File: src/hw/rtl/evhg_pkg.sv
package evhg_pkg;

   localparam int SAMPLE_W              = 16;
   localparam int TIME_W                = 48;
   localparam int THRESH_W              = 16;
   localparam int HOLD_W                = 24;
   localparam int MEAN_W                = 16;
   localparam int CSR_DATA_W            = 24;
   localparam int CSR_IDX_W             = 1;
   localparam int MAX_FRAME_SAMPLES_DEF = 256;

   localparam logic [THRESH_W-1:0] THRESHOLD_RESET = THRESH_W'(500);
   localparam logic [HOLD_W-1:0]   HOLD_RESET      = HOLD_W'(300000);

   localparam logic [CSR_IDX_W-1:0] CSR_VOICE_THRESHOLD = 1'b0;
   localparam logic [CSR_IDX_W-1:0] CSR_HOLD_TIME_US    = 1'b1;

   typedef enum logic [1:0] {
      ST_COLLECT,
      ST_DIVIDE,
      ST_DECIDE
   } state_type;

   typedef struct packed {
      logic accept;
      logic div_step;
      logic emit;
   } ctrl_cmd_type;

   typedef struct packed {
      logic div_last;
      logic out_free;
   } dp_status_type;

endpackage

File: src/hw/rtl/evhg_ctrl.sv
module evhg_ctrl (
   input  logic                   clock,
   input  logic                   reset,
   input  logic                   req_valid,
   input  logic                   req_frame_end,
   output logic                   req_ready,
   input  evhg_pkg::dp_status_type status,
   output evhg_pkg::ctrl_cmd_type  cmd
);
   import evhg_pkg::*;

   state_type state_ff;
   state_type state_in;

   always_ff @(posedge clock) begin
      if (reset) begin
         state_ff <= ST_COLLECT;
      end else begin
         state_ff <= state_in;
      end
   end

   always_comb begin
      state_in = state_ff;
      unique case (state_ff)
         ST_COLLECT: begin
            if (req_valid && req_frame_end) begin
               state_in = ST_DIVIDE;
            end
         end
         ST_DIVIDE: begin
            if (status.div_last) begin
               state_in = ST_DECIDE;
            end
         end
         ST_DECIDE: begin
            // hold until the output register can take the verdict
            if (status.out_free) begin
               state_in = ST_COLLECT;
            end
         end
         default: state_in = ST_COLLECT;
      endcase
   end

   always_comb begin
      req_ready    = 1'b0;
      cmd.accept   = 1'b0;
      cmd.div_step = 1'b0;
      cmd.emit     = 1'b0;
      unique case (state_ff)
         ST_COLLECT: begin
            req_ready  = 1'b1;
            cmd.accept = req_valid;
         end
         ST_DIVIDE: begin
            cmd.div_step = 1'b1;
         end
         ST_DECIDE: begin
            cmd.emit = status.out_free;
         end
         default: begin
            req_ready = 1'b0;
         end
      endcase
   end

endmodule

File: src/hw/rtl/evhg_dp.sv
module evhg_dp #(
   parameter int MAX_FRAME_SAMPLES = evhg_pkg::MAX_FRAME_SAMPLES_DEF
) (
   input  logic                                clock,
   input  logic                                reset,
   input  evhg_pkg::ctrl_cmd_type              cmd,
   output evhg_pkg::dp_status_type             status,
   input  logic signed [evhg_pkg::SAMPLE_W-1:0] req_sample,
   input  logic                                req_frame_end,
   input  logic [evhg_pkg::TIME_W-1:0]         req_now_us,
   input  logic [evhg_pkg::THRESH_W-1:0]       voice_threshold,
   input  logic [evhg_pkg::HOLD_W-1:0]         hold_time_us,
   input  logic                                rsp_ready,
   output logic                                rsp_valid,
   output logic                                rsp_frame_passed,
   output logic                                rsp_voice_now,
   output logic [evhg_pkg::MEAN_W-1:0]         rsp_mean_level
);
   import evhg_pkg::*;

   localparam int CNT_W     = $clog2(MAX_FRAME_SAMPLES + 1);
   localparam int SUM_W     = 15 + CNT_W;
   localparam int DIV_CNT_W = $clog2(SUM_W);

   logic [SUM_W-1:0]     sum_ff;
   logic [SUM_W-1:0]     sum_in;
   logic [CNT_W-1:0]     count_ff;
   logic [CNT_W-1:0]     count_in;
   logic [SAMPLE_W-1:0]  abs_level;

   logic [SUM_W-1:0]     quo_ff;
   logic [CNT_W-1:0]     rem_ff;
   logic [CNT_W-1:0]     divisor_ff;
   logic [DIV_CNT_W-1:0] div_cnt_ff;
   logic [CNT_W:0]       shifted;
   logic [CNT_W:0]       diff;

   logic [TIME_W-1:0]    now_ff;
   logic [TIME_W-1:0]    last_voice_ff;
   logic                 voice_seen_ff;
   logic [TIME_W-1:0]    elapsed;
   logic [MEAN_W-1:0]    mean;
   logic                 voiced;
   logic                 passed;

   logic                 rsp_valid_ff;
   logic                 passed_ff;
   logic                 voiced_ff;
   logic [MEAN_W-1:0]    mean_ff;

   // -32768 maps to 32768 through the unsigned view
   assign abs_level = req_sample[SAMPLE_W-1] ? (~req_sample + 1'b1) : req_sample;

   always_comb begin
      sum_in   = sum_ff;
      count_in = count_ff;
      if (count_ff < CNT_W'(MAX_FRAME_SAMPLES)) begin
         sum_in   = sum_ff + SUM_W'(abs_level);
         count_in = count_ff + 1'b1;
      end
   end

   always_ff @(posedge clock) begin
      if (reset) begin
         sum_ff   <= '0;
         count_ff <= '0;
      end else if (cmd.accept) begin
         if (req_frame_end) begin
            sum_ff   <= '0;
            count_ff <= '0;
         end else begin
            sum_ff   <= sum_in;
            count_ff <= count_in;
         end
      end
   end

   // restoring divider, one quotient bit per cycle
   assign shifted = {rem_ff, quo_ff[SUM_W-1]};
   assign diff    = shifted - {1'b0, divisor_ff};

   always_ff @(posedge clock) begin
      if (cmd.accept && req_frame_end) begin
         quo_ff     <= sum_in;
         rem_ff     <= '0;
         divisor_ff <= count_in;
         div_cnt_ff <= DIV_CNT_W'(SUM_W - 1);
         now_ff     <= req_now_us;
      end else if (cmd.div_step) begin
         if (!diff[CNT_W]) begin
            rem_ff <= diff[CNT_W-1:0];
            quo_ff <= {quo_ff[SUM_W-2:0], 1'b1};
         end else begin
            rem_ff <= shifted[CNT_W-1:0];
            quo_ff <= {quo_ff[SUM_W-2:0], 1'b0};
         end
         div_cnt_ff <= div_cnt_ff - 1'b1;
      end
   end

   assign mean    = quo_ff[MEAN_W-1:0];
   assign voiced  = mean > voice_threshold;
   assign elapsed = now_ff - last_voice_ff;
   assign passed  = voiced || (voice_seen_ff && (elapsed <= TIME_W'(hold_time_us)));

   always_ff @(posedge clock) begin
      if (reset) begin
         last_voice_ff <= '0;
         voice_seen_ff <= 1'b0;
      end else if (cmd.emit && voiced) begin
         last_voice_ff <= now_ff;
         voice_seen_ff <= 1'b1;
      end
   end

   always_ff @(posedge clock) begin
      if (reset) begin
         rsp_valid_ff <= 1'b0;
      end else if (cmd.emit) begin
         rsp_valid_ff <= 1'b1;
      end else if (rsp_ready) begin
         rsp_valid_ff <= 1'b0;
      end
   end

   always_ff @(posedge clock) begin
      if (cmd.emit) begin
         passed_ff <= passed;
         voiced_ff <= voiced;
         mean_ff   <= mean;
      end
   end

   assign status.div_last = (div_cnt_ff == '0);
   assign status.out_free = !rsp_valid_ff || rsp_ready;

   assign rsp_valid        = rsp_valid_ff;
   assign rsp_frame_passed = passed_ff;
   assign rsp_voice_now    = voiced_ff;
   assign rsp_mean_level   = mean_ff;

endmodule

File: src/hw/rtl/energy_vad_hold_gate.sv
// Channel   Handshake              Payload
// req       req_valid/req_ready    req_sample, req_frame_end, req_now_us
// rsp       rsp_valid/rsp_ready    rsp_frame_passed, rsp_voice_now, rsp_mean_level
// csr       csr_we (no wait)       csr_index, csr_wdata
//
// Samples inside a frame are taken while the block collects. The last sample
// of a frame starts the one-bit-per-cycle restoring divider that forms the
// mean, and req_ready stays low until the verdict goes to the output register.
// Reset is synchronous, active high, and clears the frame sums, the voice
// history and the output valid flag. A verdict waits in the output register
// while the next frame is collected; a stalled rsp side holds back only the
// following frame's verdict.
module energy_vad_hold_gate #(
   parameter int MAX_FRAME_SAMPLES = evhg_pkg::MAX_FRAME_SAMPLES_DEF
) (
   input  logic                                clock,
   input  logic                                reset,
   input  logic                                req_valid,
   output logic                                req_ready,
   input  logic signed [evhg_pkg::SAMPLE_W-1:0] req_sample,
   input  logic                                req_frame_end,
   input  logic [evhg_pkg::TIME_W-1:0]         req_now_us,
   output logic                                rsp_valid,
   input  logic                                rsp_ready,
   output logic                                rsp_frame_passed,
   output logic                                rsp_voice_now,
   output logic [evhg_pkg::MEAN_W-1:0]         rsp_mean_level,
   input  logic                                csr_we,
   input  logic [evhg_pkg::CSR_IDX_W-1:0]      csr_index,
   input  logic [evhg_pkg::CSR_DATA_W-1:0]     csr_wdata
);
   import evhg_pkg::*;

   logic [THRESH_W-1:0] voice_threshold_ff;
   logic [HOLD_W-1:0]   hold_time_us_ff;
   ctrl_cmd_type        cmd;
   dp_status_type       status;

   always_ff @(posedge clock) begin
      if (reset) begin
         voice_threshold_ff <= THRESHOLD_RESET;
         hold_time_us_ff    <= HOLD_RESET;
      end else if (csr_we) begin
         unique case (csr_index)
            CSR_VOICE_THRESHOLD: voice_threshold_ff <= csr_wdata[THRESH_W-1:0];
            CSR_HOLD_TIME_US:    hold_time_us_ff    <= csr_wdata[HOLD_W-1:0];
            default:             hold_time_us_ff    <= hold_time_us_ff;
         endcase
      end
   end

   evhg_ctrl u_ctrl (
      .clock         (clock),
      .reset         (reset),
      .req_valid     (req_valid),
      .req_frame_end (req_frame_end),
      .req_ready     (req_ready),
      .status        (status),
      .cmd           (cmd)
   );

   evhg_dp #(
      .MAX_FRAME_SAMPLES (MAX_FRAME_SAMPLES)
   ) u_dp (
      .clock            (clock),
      .reset            (reset),
      .cmd              (cmd),
      .status           (status),
      .req_sample       (req_sample),
      .req_frame_end    (req_frame_end),
      .req_now_us       (req_now_us),
      .voice_threshold  (voice_threshold_ff),
      .hold_time_us     (hold_time_us_ff),
      .rsp_ready        (rsp_ready),
      .rsp_valid        (rsp_valid),
      .rsp_frame_passed (rsp_frame_passed),
      .rsp_voice_now    (rsp_voice_now),
      .rsp_mean_level   (rsp_mean_level)
   );

endmodule
File: config.mk
export PLATFORM = sky130hd
export DESIGN_NAME = energy_vad_hold_gate
export DESIGN_NICKNAME = d
export VERILOG_FILES = /design/src/hw/rtl/evhg_pkg.sv /design/src/hw/rtl/evhg_ctrl.sv /design/src/hw/rtl/evhg_dp.sv /design/src/hw/rtl/energy_vad_hold_gate.sv
export SDC_FILE = /design/constraint.sdc
export NUM_CORES = 1
export LEC_CHECK = 0
export BUFFER_PORTS_ARGS = -buffer_cell sky130_fd_sc_hd__buf_4
export CAP_MARGIN = 20
export CORE_UTILIZATION = 36
export CTS_BUF_LIST = sky130_fd_sc_hd__clkbuf_8
export DETAILED_ROUTE_END_ITERATION = 10
export GPL_ROUTABILITY_DRIVEN = 1
export PLACE_DENSITY = 0.59
export SLEW_MARGIN = 20
export SYNTH_ARGS = -nofsm -noshare
export SYNTH_HDL_FRONTEND = slang
export SYNTH_HIERARCHICAL = 1
export SYNTH_SLANG_ARGS = --single-unit
File: constraint.sdc
create_clock -name clock -period 4.15 [get_ports clock]
set_input_delay 0.415 -clock clock [delete_from_list [all_inputs] [get_ports clock]]
set_output_delay 0.415 -clock clock [all_outputs]
set_load 0.05 [all_outputs]
Word level (Yosys, flattened, before mapping)
Index checks and enable logic that the tools add are counted.
Widths: inputs -> output; s select.
{"block": "word_totals", "reg_bits": 238, "inputBits": 95, "out_inout_bits": 20, "elab_cells": 65}
{"block": "classes", "n_addsub": 6, "magnitude_cmp": 3, "n_eq_ne": 5, "mux": 19, "bitwise": 2, "n_reduce_logical": 14}
{"op": "$mux 24", "n": 4}
{"op": "$le 48x24->1", "n": 1}
{"op": "$sub 48x48->48", "n": 1}
{"op": "$mux 9", "n": 3}
{"op": "$add 24x16->24", "n": 1}
{"op": "$add 16x1->16 const B", "n": 1}
{"op": "$gt 16x16->1", "n": 1}
{"op": "$mux 16", "n": 1}
{"op": "$not 16->16", "n": 1}
{"op": "$sub 10x9->10", "n": 1}
{"op": "$add 9x1->9 const B", "n": 1}
{"op": "$lt 9x9->1 const B", "n": 1}
{"op": "$mux 1", "n": 7}
{"op": "$mux 2", "n": 3}
{"op": "$pmux 2 s3", "n": 1}
{"op": "$logic_not 5->1", "n": 1}
{"op": "$sub 5x1->5 const B", "n": 1}
{"op": "$logic_and 1x1->1", "n": 4}
{"op": "$ne 2x1->1 const B", "n": 2}
{"op": "$reduce_and 2->1", "n": 2}
{"op": "$reduce_bool 2->1", "n": 2}
{"op": "$reduce_and 3->1", "n": 1}
{"op": "$eq 2x1->1 const B", "n": 1}
{"op": "$eq 2x2->1 const B", "n": 1}
{"op": "other kinds (5)", "n": 6}

Longest topological paths before layout
{"block": "depth", "word_depth": 6, "mapped_depth": 23, "mapped_depth_nobuf": 23}

Cells and area by module
The synthesis kept the hierarchy.
{"module": "evhg_dp", "n_inst": 1, "cells_per_inst": 1388, "area_each_um2": 12597.1, "seq_area_each_um2": 4914.7}
{"module": "energy_vad_hold_gate", "n_inst": 1, "cells_per_inst": 164, "area_each_um2": 1679.1, "seq_area_each_um2": 800.8}
{"module": "evhg_ctrl", "n_inst": 1, "cells_per_inst": 14, "area_each_um2": 120.1, "seq_area_each_um2": 40.0}

Worst setup path before layout
OpenSTA, ideal clock, no wires.
{"block": "synth_timing", "path_kind": "reg-to-reg", "from": "register u_dp.now_ff[0]", "to": "register u_dp.passed_ff (netlist: u_dp/rsp_frame_passed) (data pin)", "setup_ns": 0.180, "arrival_time_ns": 4.260, "required_time_ns": 3.970, "slack_ns": -0.289, "stages_incl_launch_ff": 22, "n_path_buf": 0, "period_less_slack_ns": 4.439, "cell_sequence": "edfxtp_1 -> inv_1 -> ha_1 -> fa_1 -> nand2b_1 -> a211o_1 -> a211o_2 -> nand2_1 -> nand3_1 -> o21ai_0 -> xor2_1 -> ha_1 -> nor2b_1 -> o21ai_0 -> o21ai_0 -> o31a_1 -> o31ai_1 -> o2111ai_1 -> or4_1 -> nor4_2 -> nand4_1 -> o41ai_2"}
{"block": "synth_via", "elab_chain_len": 4}
{"element": "start, declared", "line_no": "evhg_dp.sv:38", "source": "logic [TIME_W-1:0] now_ff;"}
{"element": "start signal, assigned", "line_no": "evhg_dp.sv:88", "source": "now_ff <= req_now_us;"}
{"element": "$sub 48x48->48", "line_no": "evhg_dp.sv:103", "source": "assign elapsed = now_ff - last_voice_ff;"}
{"element": "$le 48x24->1", "line_no": "evhg_dp.sv:104", "source": "assign passed = voiced || (voice_seen_ff && (elapsed <= TIME_W'(hold_time_us)));"}
{"element": "$logic_and 1x1->1", "line_no": "evhg_dp.sv:104"}
{"element": "$logic_or 1x1->1", "line_no": "evhg_dp.sv:104"}
{"element": "via u_dp.passed", "line_no": "evhg_dp.sv:44", "source": "logic passed;"}
{"element": "end signal, assigned", "line_no": "evhg_dp.sv:128", "source": "passed_ff <= passed;"}
{"element": "end, declared", "line_no": "evhg_dp.sv:47", "source": "logic passed_ff;"}
The timed path passes the listed nets, and every way through them passes these cells.
A chain may end at the register's enable or synchronous reset.

Worst setup path after layout
Ends and elaborated chain as after synthesis.

==> impl_metrics.env <==
export IMPL_yosys_area_share_adder_pct=10.4
export IMPL_antenna_cells=0
export IMPL_antenna_found_initial=0
export IMPL_grt_overflow=0
export IMPL_postRouteAntennaNets=0
export IMPL_dieArea_mm2=0.0408
export IMPL_syn_area_mm2=0.0144
export IMPL_fp_dieH_um=202
export IMPL_crit_fanout=3
export IMPL_rsz0062_at_grt="true"
export IMPL_cts_setup_buffers=0
export IMPL_synth_top_area_cell="edfxtp_1"
export IMPL_clkTransAtPathRegs_ns=0.07
export IMPL_worst_setup_path_type="reg2reg"
export IMPL_synth_avg_cell_area_um2=9.19
export IMPL_r2r_slack_ns=-0.75
export IMPL_synthDistinctLibCells=81
export IMPL_finalSetupViolCount=1
export IMPL_ir_drop_mv=0.158
export IMPL_fin_crit_sh_pct=118
export IMPL_syn2layout_area_growth_pct=23.6
export IMPL_yosys_top_cells_count="nor2_1, dfxtp_1, inv_1"
export IMPL_synthTopCellsByArea="edfxtp_1, dfxtp_1, ha_1"
export IMPL_cp_arrival_ns=5.33
export IMPL_min_period_ns=4.90
export IMPL_yosys_area_share_simple_pct=16.0
export IMPL_maxSlewHeadroom_pct=39.9
export IMPL_routed_via_density=4.97
export IMPL_io_pins=115
export IMPL_numClockSinks=238
export IMPL_post_dp_cell_area_mm2=0.0164
export IMPL_yosysTopAreaCellShare_pct=20.7
export IMPL_holdWs_ns=0.0751
export IMPL_wl_per_cell_um=15.0
export IMPL_portBuffers=114
export IMPL_clock_path_buffers=3
export IMPL_synth_xor_area_share_pct=5.35
export IMPL_grt_max_degree=75
export IMPL_synth_async_reset_ratio_pct=0
export IMPL_core_mm2=0.0390
export IMPL_worstSkewPairLatency_ns=0.61
export IMPL_synth_top_family_by_area="compound AO/OA/AOI/OAI gates"
export IMPL_synth_edf_count=99
export IMPL_grt_pass1_vias=11700
export IMPL_ys_seq_elements=238
export IMPL_synth_seq_area_share_pct=40.0
export IMPL_start_util_pct=36.9
export IMPL_crit_path_end_kind="flip-flop"
export IMPL_start_kind="flip-flop"
export IMPL_gp_congestion=0.847
export IMPL_yosys_mux_area_fraction_pct=6.42
export IMPL_hold_viol=0
export IMPL_drt_pass1_iter_count=5
export IMPL_grt_pass1_wl_mm=58.4
export IMPL_grt_total_usage_pct=17.5
export IMPL_routed_wl_mm=35.5
export IMPL_drc=0
export IMPL_synthCells=1566
export IMPL_drt_iter0_drc=600
export IMPL_vias=11800
export IMPL_setup_ws_ns=-0.754
export IMPL_fin_skew_ns=0.0377
export IMPL_cts_tree="done"
export IMPL_rows=72
export IMPL_cp_required_ns=4.57
export IMPL_yosysMostFrequentCell="nor2_1"
export IMPL_drive_above_1_share_pct=17.9
export IMPL_nets=2031
export IMPL_finish_instance_area_mm2=0.0178
export IMPL_htree_levels=2
export IMPL_fp_dieW_um=202
export IMPL_tightestPinTransition_ns=0.902
export IMPL_syn_nets=1779
export IMPL_p_leak_nw=7.27
export IMPL_p_per_area_mw_per_mm2=346
export IMPL_synth_compound_area_share_pct=16.3
export IMPL_synth_main_ff_cell="dfxtp_1"
export IMPL_hold_path_class="in2reg"
export IMPL_max_freq_ghz=0.204
export IMPL_numCtsBuffers=44
export IMPL_status="complete, but fails checks"
export IMPL_violations="setup timing"
export IMPL_ys_warnings_count=6
export IMPL_drv_cap=0
export IMPL_root_buffer="clkbuf_8"
export IMPL_hpwl_mm=25.5
export IMPL_drv_slew=0
==> registers in the layout, summed over array words and instances (netlist names) <==
signal and flops:
u_dp/last_voice_ff 48, u_dp/now_ff 48, u_dp/count_ff 9, u_dp/div_cnt_ff 5, hold_time_us_ff 24, u_dp/rsp_frame_passed 1
voice_threshold_ff 16, u_dp/rsp_voice_now 1, u_ctrl/state_ff 2, u_dp/sum_ff 24, u_dp/rsp_mean_level 16, u_dp/voice_seen_ff 1
u_dp/rem_ff 9, u_dp/divisor_ff 9, u_dp/rsp_valid 1, u_dp/quo_ff 24
==> final cells by class <==
class	instances	area (um^2)
clock inverters	29	171
inverters	132	495
multi-input cells	1136	7880
well taps	518	648
flip-flops and latches	238	5760
fillers	3722	21200
repair buffers	266	2140
clock buffers	51	702
==> cells by family after synthesis <==
group / count (synthesis)
multiplexers: 92
AO/OA/AOI/OAI: 357
buffers and inverters: 192
AND/OR/NAND/NOR: 481
flip-flops: 238
XOR/XNOR: 88
adder cells (fa/ha/maj): 118
==> per-stage QoR <==
step	power [mW]	worst slack, ns	std cells	util, %	setup TNS, ns
2_1_floorplan	3.52	-0.233	1566	-	-0.233
3_3_place_gp	3.88	-0.636	2242	42.1	-0.636
3_5_place_dp	3.91	-0.792	2242	42.1	-0.792
4_1_cts	6.24	-0.794	2370	45.6	-0.794
5_1_grt	6.50	-1.16	2370	45.6	-1.16
6_report	6.15	-0.754	2370	45.6	-0.754
==> worst max-delay path, cell delays in order (launching register included) <==
cell and delay (ns):
edfxtp_1 0.35, inv_1 0.05, ha_1 0.21, fa_2 0.34, nand2b_1 0.17, a211o_1 0.30, a211o_2 0.35, nand2_2 0.08
nand3_1 0.09, o21ai_1 0.17, xor2_1 0.20, ha_1 0.27, nor2b_1 0.13, o21ai_0 0.12, o21ai_0 0.12, o31a_1 0.27
o31ai_2 0.18, buf_4 0.14, o2111ai_1 0.12, or4_1 0.52, nor4_2 0.17, nand4_1 0.14, o41ai_2 0.22
==> report_power, final <==
part	internal, mW	switching [mW]
combinational	0.586	0.654
sequential	2.58	0.0855
clock	1.20	1.06
==> path summary, 6_finish.rpt <==
path,from,to,cells past startpoint
setup reg to reg,u_dp/now_ff[0],u_dp/rsp_frame_passed,22
hold reg to reg,hold_time_us_ff[9],hold_time_us_ff[9],1
hold / removal,csr_wdata[21],hold_time_us_ff[21],3
setup / recovery,u_dp/now_ff[0],u_dp/rsp_frame_passed,22
==> routing by layer <==
layer	vias to the layer above	global-route usage, %	share of wire [%]
met1	5468	22.9	48
met3	52	3.22	4.0
met4	0	4.79	1.9
met2	212	29.3	46
met5	-	0	0
li1	6038	-	-
==> what timing repair did <==
| action | in CTS | in global routing |
|---|---|---|
| hold buffers | 48 | 0 |
| pin swaps | 2 | 1 |
| resized for setup | 0 | 1 |
| hold endpoints to repair | 48 | 0 |
| setup endpoints to repair | 1 | 1 |
==> cells in the final DEF (no fill, tap or decap), types with 7 or more instances in the layout <==
cell type	instances
o21ai_0	70
edfxtp_1	99
a31oi_1	10
dlygate4sd3_1	48
dfxtp_1	139
nor3_1	22
nand2b_1	48
a211o_1	9
nand2_1	109
a21oi_1	104
or3_1	8
inv_1	139
xnor2_1	55
buf_4	216
nand3_1	31
nor2_1	177
ha_1	115
nand4_1	19
mux2i_1	89
a22oi_1	18
a211oi_1	20
a21bo_2	7
o21ai_1	10
xor2_1	33
o31ai_1	9
clkbuf_8	51
clkinv_2	13
nor2b_1	14
and3_1	12
o21a_1	11
a21o_1	26
Power figures use the tool's default switching activity.
